### config.mk
export PLATFORM = sky130hd
export DESIGN_NAME = alu_barrel_shifter_flags_unit
export DESIGN_NICKNAME = d
export VERILOG_FILES = /design/src/rtl/abf_pkg.sv /design/src/rtl/abf_shifter.sv /design/src/rtl/abf_alu.sv /design/src/rtl/alu_barrel_shifter_flags_unit.sv
export SDC_FILE = /design/constraint.sdc
export NUM_CORES = 1
export LEC_CHECK = 0
export BUFFER_PORTS_ARGS = -buffer_cell sky130_fd_sc_hd__buf_2
export CORE_MARGIN = 2
export CORE_UTILIZATION = 38
export CTS_BUF_LIST = sky130_fd_sc_hd__clkbuf_8 sky130_fd_sc_hd__clkbuf_16
export DETAILED_ROUTE_END_ITERATION = 8
export PLACE_DENSITY = 0.61
export SYNTH_ARGS = -nofsm -noshare
export SYNTH_HDL_FRONTEND = slang
export SYNTH_SLANG_ARGS = --single-unit
### constraint.sdc
create_clock -name clock -period 7.3 [get_ports clock]
set_input_delay 0.365 -clock clock [delete_from_list [all_inputs] [get_ports clock]]
set_output_delay 0.365 -clock clock [all_outputs]
set_load 0.02 [all_outputs]
### src/rtl/abf_pkg.sv
// Shared types and codes for the data-processing ALU with barrel shifter.
`default_nettype none
package abf_pkg;

   // Opcodes
   localparam logic [3:0] OP_AND = 4'd0;
   localparam logic [3:0] OP_EOR = 4'd1;
   localparam logic [3:0] OP_SUB = 4'd2;
   localparam logic [3:0] OP_RSB = 4'd3;
   localparam logic [3:0] OP_ADD = 4'd4;
   localparam logic [3:0] OP_ADC = 4'd5;
   localparam logic [3:0] OP_SBC = 4'd6;
   localparam logic [3:0] OP_RSC = 4'd7;
   localparam logic [3:0] OP_TST = 4'd8;
   localparam logic [3:0] OP_TEQ = 4'd9;
   localparam logic [3:0] OP_CMP = 4'd10;
   localparam logic [3:0] OP_CMN = 4'd11;
   localparam logic [3:0] OP_ORR = 4'd12;
   localparam logic [3:0] OP_MOV = 4'd13;
   localparam logic [3:0] OP_BIC = 4'd14;
   localparam logic [3:0] OP_MVN = 4'd15;

   // Shift types
   localparam logic [1:0] SH_LSL = 2'd0;
   localparam logic [1:0] SH_LSR = 2'd1;
   localparam logic [1:0] SH_ASR = 2'd2;
   localparam logic [1:0] SH_ROR = 2'd3;

   // Flag bit positions
   localparam int FL_N = 3;
   localparam int FL_Z = 2;
   localparam int FL_C = 1;
   localparam int FL_V = 0;

   localparam logic [7:0] FULL_SHIFT = 8'd32;

   typedef struct packed {
      logic [3:0]  mode;
      logic        imm_form;
      logic        update_flags;
      logic [1:0]  shift_kind;
      logic        amt_from_reg;
      logic [4:0]  shift_imm;
      logic [3:0]  rotate_imm;
      logic [7:0]  imm8;
      logic [31:0] first_operand;
      logic [31:0] second_operand;
      logic [7:0]  shift_reg_byte;
      logic [3:0]  flags_in;
   } req_item_type;

   typedef struct packed {
      logic [31:0] result;
      logic        write_result;
      logic [3:0]  flags_out;
   } rsp_item_type;

   // Second operand with its shifter carry
   typedef struct packed {
      logic [31:0] value;
      logic        carry;
   } operand_type;

endpackage
`default_nettype wire

### src/rtl/abf_shifter.sv
// Second-operand path: rotated immediate or barrel shift of a register.
`default_nettype none
module abf_shifter (
   input  wire abf_pkg::req_item_type item,
   output abf_pkg::operand_type       operand
);

   logic [31:0] v;
   logic        cin;
   logic [7:0]  amt;
   logic [4:0]  amt5;
   logic        imm_amt;
   logic [32:0] lsl_ext;
   logic [32:0] lsr_ext;
   logic [32:0] asr_ext;
   logic [63:0] ror_ext;
   logic [63:0] imm_ext;
   logic [31:0] ror_val;
   logic [31:0] imm_val;

   assign v       = item.second_operand;
   assign cin     = item.flags_in[abf_pkg::FL_C];
   assign imm_amt = !item.amt_from_reg;

   // Pick the shift amount; immediate LSR or ASR by zero means by 32
   always_comb begin
      amt = item.amt_from_reg ? item.shift_reg_byte : {3'b000, item.shift_imm};
      if (imm_amt && (item.shift_imm == 5'd0)
          && ((item.shift_kind == abf_pkg::SH_LSR)
              || (item.shift_kind == abf_pkg::SH_ASR))) begin
         amt = abf_pkg::FULL_SHIFT;
      end
   end

   assign amt5 = amt[4:0];

   // Shift candidates with one extra bit catching the carry
   assign lsl_ext = {1'b0, v} << amt5;
   assign lsr_ext = {v, 1'b0} >> amt5;
   assign asr_ext = 33'($signed({v, 1'b0}) >>> amt5);
   assign ror_ext = {v, v} >> amt5;
   assign ror_val = ror_ext[31:0];
   assign imm_ext = {24'd0, item.imm8, 24'd0, item.imm8} >> {item.rotate_imm, 1'b0};
   assign imm_val = imm_ext[31:0];

   // Select value and carry
   always_comb begin
      operand.value = v;
      operand.carry = cin;
      if (item.imm_form) begin
         operand.value = imm_val;
         if (item.rotate_imm != 4'd0) begin
            operand.carry = imm_val[31];
         end
      end else begin
         case (item.shift_kind)
            abf_pkg::SH_LSL: begin
               if (amt == 8'd0) begin
               end else if (amt < abf_pkg::FULL_SHIFT) begin
                  operand.value = lsl_ext[31:0];
                  operand.carry = lsl_ext[32];
               end else if (amt == abf_pkg::FULL_SHIFT) begin
                  operand.value = 32'd0;
                  operand.carry = v[0];
               end else begin
                  operand.value = 32'd0;
                  operand.carry = 1'b0;
               end
            end
            abf_pkg::SH_LSR: begin
               if (amt == 8'd0) begin
               end else if (amt < abf_pkg::FULL_SHIFT) begin
                  operand.value = lsr_ext[32:1];
                  operand.carry = lsr_ext[0];
               end else if (amt == abf_pkg::FULL_SHIFT) begin
                  operand.value = 32'd0;
                  operand.carry = v[31];
               end else begin
                  operand.value = 32'd0;
                  operand.carry = 1'b0;
               end
            end
            abf_pkg::SH_ASR: begin
               if (amt == 8'd0) begin
               end else if (amt < abf_pkg::FULL_SHIFT) begin
                  operand.value = asr_ext[32:1];
                  operand.carry = asr_ext[0];
               end else begin
                  operand.value = {32{v[31]}};
                  operand.carry = v[31];
               end
            end
            default: begin
               // Immediate ROR by zero is RRX
               if (imm_amt && (amt == 8'd0)) begin
                  operand.value = {cin, v[31:1]};
                  operand.carry = v[0];
               end else if (amt != 8'd0) begin
                  operand.value = ror_val;
                  operand.carry = ror_val[31];
               end
            end
         endcase
      end
   end

endmodule
`default_nettype wire

### src/rtl/abf_alu.sv
// ALU core: logic ops, adder and NZCV flag update.
`default_nettype none
module abf_alu (
   input  wire abf_pkg::req_item_type item,
   input  wire abf_pkg::operand_type  operand,
   output abf_pkg::rsp_item_type      rsp
);

   logic [31:0] a;
   logic [31:0] b;
   logic [31:0] add_x;
   logic [31:0] add_y;
   logic        add_c;
   logic [32:0] sum;
   logic [31:0] add_r;
   logic [31:0] logic_r;
   logic        is_logic;
   logic        is_test;
   logic        upd;
   logic [31:0] res;
   logic        cin;

   assign a   = item.first_operand;
   assign b   = operand.value;
   assign cin = item.flags_in[abf_pkg::FL_C];

   // Decode opcode into adder operands and logic result
   always_comb begin
      add_x    = a;
      add_y    = b;
      add_c    = 1'b0;
      logic_r  = 32'd0;
      is_logic = 1'b0;
      is_test  = 1'b0;
      case (item.mode)
         abf_pkg::OP_AND: begin logic_r = a & b; is_logic = 1'b1; end
         abf_pkg::OP_EOR: begin logic_r = a ^ b; is_logic = 1'b1; end
         abf_pkg::OP_SUB: begin add_y = ~b; add_c = 1'b1; end
         abf_pkg::OP_RSB: begin add_x = b; add_y = ~a; add_c = 1'b1; end
         abf_pkg::OP_ADD: begin end
         abf_pkg::OP_ADC: begin add_c = cin; end
         abf_pkg::OP_SBC: begin add_y = ~b; add_c = cin; end
         abf_pkg::OP_RSC: begin add_x = b; add_y = ~a; add_c = cin; end
         abf_pkg::OP_TST: begin logic_r = a & b; is_logic = 1'b1; is_test = 1'b1; end
         abf_pkg::OP_TEQ: begin logic_r = a ^ b; is_logic = 1'b1; is_test = 1'b1; end
         abf_pkg::OP_CMP: begin add_y = ~b; add_c = 1'b1; is_test = 1'b1; end
         abf_pkg::OP_CMN: begin is_test = 1'b1; end
         abf_pkg::OP_ORR: begin logic_r = a | b; is_logic = 1'b1; end
         abf_pkg::OP_MOV: begin logic_r = b; is_logic = 1'b1; end
         abf_pkg::OP_BIC: begin logic_r = a & ~b; is_logic = 1'b1; end
         abf_pkg::OP_MVN: begin logic_r = ~b; is_logic = 1'b1; end
         default: begin end
      endcase
   end

   // Add with carry out in the top bit
   assign sum   = {1'b0, add_x} + {1'b0, add_y} + {32'd0, add_c};
   assign add_r = sum[31:0];
   assign res   = is_logic ? logic_r : add_r;
   assign upd   = item.update_flags || is_test;

   // Build the result item
   always_comb begin
      rsp.result       = is_test ? 32'd0 : res;
      rsp.write_result = !is_test;
      rsp.flags_out    = item.flags_in;
      if (upd) begin
         rsp.flags_out[abf_pkg::FL_N] = res[31];
         rsp.flags_out[abf_pkg::FL_Z] = (res == 32'd0);
         if (is_logic) begin
            rsp.flags_out[abf_pkg::FL_C] = operand.carry;
         end else begin
            rsp.flags_out[abf_pkg::FL_C] = sum[32];
            rsp.flags_out[abf_pkg::FL_V] = ~(add_x[31] ^ add_y[31]) & (add_x[31] ^ add_r[31]);
         end
      end
   end

endmodule
`default_nettype wire

### src/rtl/alu_barrel_shifter_flags_unit.sv
// Top level: input register, shifter and ALU, result register.
//
//   channel   ports                        handshake
//   request   start, busy, req_item        taken when start is high and busy low
//   response  rsp_strobe, rsp_item         valid for the one cycle rsp_strobe is high
//
// One item per cycle; busy stays low. The edge that takes an item loads the input
// register; the shifter and ALU work on it and the result register captures their
// output, which is presented on rsp_item with rsp_strobe.
// Synchronous reset drops any item in flight.
// The receiver cannot hold results off, so nothing stalls.
`default_nettype none
module alu_barrel_shifter_flags_unit (
   input  wire                        clock,
   input  wire                        reset,
   input  wire                        start,
   output logic                       busy,
   input  wire abf_pkg::req_item_type req_item,
   output logic                       rsp_strobe,
   output abf_pkg::rsp_item_type      rsp_item
);

   abf_pkg::req_item_type item_ff;
   logic                  item_valid_ff;
   logic                  item_valid_in;
   abf_pkg::operand_type  operand;
   abf_pkg::rsp_item_type rsp_in;
   abf_pkg::rsp_item_type rsp_ff;
   logic                  strobe_ff;

   assign busy          = 1'b0;
   assign item_valid_in = start && !busy;

   // Capture the incoming item
   always_ff @(posedge clock) begin
      if (reset) begin
         item_valid_ff <= 1'b0;
      end else begin
         item_valid_ff <= item_valid_in;
      end
      if (item_valid_in) begin
         item_ff <= req_item;
      end
   end

   abf_shifter u_shifter (
      .item    (item_ff),
      .operand (operand)
   );

   abf_alu u_alu (
      .item    (item_ff),
      .operand (operand),
      .rsp     (rsp_in)
   );

   // Register the result and its strobe
   always_ff @(posedge clock) begin
      if (reset) begin
         strobe_ff <= 1'b0;
      end else begin
         strobe_ff <= item_valid_ff;
      end
      if (item_valid_ff) begin
         rsp_ff <= rsp_in;
      end
   end

   assign rsp_strobe = strobe_ff;
   assign rsp_item   = rsp_ff;

endmodule
`default_nettype wire
==> results_dict.tcl <==
set metrics [dict create \
    hpwl_um 69900 \
    setup_violations 0 \
    wl_per_cell_um 32.0 \
    cts_setup_buffers 0 \
    worst-endpoint-required_ps 7610 \
    period_share 0.968 \
    tns_ps 0 \
    vdd_drop_max_mv 0.182 \
    core.rowCount 76 \
    relSlewSlack 0.189 \
    synth_edf_count 139 \
    crit_path_end_kind "flop" \
    drive_gt1_frac 0.270 \
    numCtsBuffers 17 \
    grt_usage 0.398 \
    cts_root_buf "clkbuf_16" \
    drtIter0Drc 2773 \
    netlist_area_mm2 0.0167 \
    power_frac_clock 0.188 \
    ctsLongestPathBuffers 2 \
    synth_warnings 0 \
    switching_share 0.453 \
    syn_nets 2103 \
    dp.cells 2768 \
    htreeDepth 4 \
    finalInstanceArea_mm2 0.0206 \
    start_util 0.387 \
    synth_area_per_cell_um2 8.67 \
    synth-seq-cells 141 \
    final_nets 2397 \
    slew_violations 0 \
    final_core_util 0.476 \
    die_h_um 214 \
    dr.pass1.iters 6 \
    synth_top_area_share 0.250 \
    ys_seq_area_frac 0.252 \
    grt_pass1_wl_um 128000 \
    cp-start-kind "flop" \
    io_buffers 142 \
    io_pins 144 \
    cp_max_fo 25 \
    pwr-share-seq 0.236 \
    p_switching_uw 2130 \
    worstPathArrival_ps 7380 \
    max_freq_mhz 142 \
    ys.flop_type "edfxtp_1" \
    async_reset_ff_frac 0 \
    clkSlewWorstSetupHoldPaths_ps 70 \
    comb_power_share 0.576 \
    p_leak_uw 0.00835 \
    vias 18900 \
    placed_area_mm2 0.0197 \
    cts_tree "built" \
    chipWidth_um 214 \
    place_congestion 1.08 \
    critPathKind "flop to flop" \
    die_area_mm2 0.0457 \
    final_cells 2823 \
    tightest_slew_ps 1200 \
    viasPerCell 6.70 \
    min_path_type "input pin to flop" \
    whs_ps 37.3 \
    yosys.area.top_type "edfxtp_1" \
    grt_max_degree 92 \
    routed_wl_um 90300 \
    yosys-top-cells-area "edfxtp_1, mux2i_1, mux4_2, o21ai_0, ha_1" \
    coreArea_mm2 0.0433 \
    grt_remaining_overflow 0 \
    grt_pass1_vias 18100 \
    syn_inst 1929 \
    area_growth_pct 23.1 \
    clock-sinks 141 \
    drv_cap 0 \
    p_per_area_mw_per_mm2 228 \
    antenna_found_initial 0 \
    rsz0062_at_grt "false" \
    yosysUniqueCellTypes 98 \
    cellInternalPower_uw 2570 \
    ant_nets 0 \
    drc 0 \
    clk_latency_ps 500 \
    period_minus_slack_ps 7060 \
    status "finished clean" \
    finClkSkew_ps 19.2 \
    hold_viol_final 0 \
]
## cells in the mapped netlist (15+ instances only)
master,instances
nand2b_1,18
o211ai_1,23
mux2i_1,165
buf_2,29
xnor2_1,20
nor2b_1,15
nand2_1,192
a31oi_1,19
inv_1,55
a21o_1,18
mux4_2,60
nor2_1,134
edfxtp_1,139
a21oi_1,138
a22oi_1,16
o221ai_1,20
mux2_2,23
o22ai_1,35
clkbuf_1,117
o21ai_0,188
ha_1,67
nand3_1,36
a211oi_1,46
nor3_1,41
## layout by cell type, fill, tap and decap left out, drive strengths merged, types with 16 or more instances in the layout
cell type	n
nor2	134
nand2b	18
nand2	192
mux2i	176
clkbuf	17
ha	67
a22oi	16
a31oi	20
inv	64
edfxtp	139
nand3	36
dlygate4sd3	21
xnor2	20
nor3	43
o22ai	36
a21oi	139
o21ai	204
a21o	18
o221ai	20
mux2	27
o211ai	23
a211oi	50
mux4	60
buf	429
## cell type report
type                    instances  area, µm²
well taps                     585        732
fillers                      4170      22700
inverters                      58        218
diodes                          2       5.00
repair buffers                450       3200
flip-flops and latches        141       4210
clock buffers                  17        425
multi-input cells            1555      11600
clock inverters                15        150
## what timing repair did
item,in CTS,in global routing
gates resized for setup,0,11
endpoints found under the setup margin,0,5
hold buffers,21,0
hold endpoints to repair,22,0
## worst paths after layout
kind                              startpoint          end  slack (ps)  depth (start not counted)
worst min-delay path            req_item[37]  item_ff[37]          40                          1
worst max register to register   item_ff[93]  rsp_item[2]         240                         22
worst max-delay path             item_ff[93]  rsp_item[2]         240                         22
worst min register to register    item_ff[2]  rsp_item[2]         550                          2
## cell families (layout without fill, tap and decap cells)
kind of cell,count (synthesis),in the layout,synth area share
buffers and inverters,233,540,0.0601
AO/OA/AOI/OAI,679,679,0.267
AND/OR/NAND/NOR,516,516,0.143
other,1,3,0.000224
adder cells (fa/ha/maj),69,69,0.0525
multiplexers,263,263,0.210
XOR/XNOR,27,27,0.0141
flip-flops,141,141,0.252
## metrics by stage
step	total power [µW]	worst slack, ps
after detailed placement	3700	308
after global routing	4890	11.2
after CTS	4620	249
after floorplan	2560	1600
after global placement	3700	372
final	4700	235
## power by group through the flow
stage               combinational (µW)  clock, µW  sequential (µW)
finish                            2700        884             1110
global route                      2840        932             1110
CTS                               2600        914             1100
detailed placement                2580          0             1120
global placement                  2580          0             1120
floorplan                         1470          0             1090
## per-layer routing
metal	vias to the layer above	global-route usage	part of all wire
met5	-	0	0
met4	0	0.193	0.052
met1	9260	0.548	0.42
met3	246	0.116	0.12
met2	1358	0.566	0.41
li1	8062	-	-
## registers in the layout, summed over array words and instances (netlist names)
signal,cells
rsp_item,37
item_ff,102
rsp_strobe,1
item_valid_ff,1
## worst max-delay path, cell delays in order, from the launching register on
cell,delay [ps]
edfxtp_1,470
buf_4,320
mux2_8,510
mux2_2,360
o21ai_1,420
a21oi_1,220
o221ai_1,220
a21oi_1,130
a2111oi_0,860
o31a_1,600
mux2i_1,240
o21ai_0,100
ha_1,360
a21o_1,190
a21o_1,230
nor4_1,250
a21oi_1,160
a21o_1,200
a21oi_1,230
xnor2_1,90
a211oi_1,360
nand3_1,120
o31ai_1,210
Power figures use the tool's default switching activity.
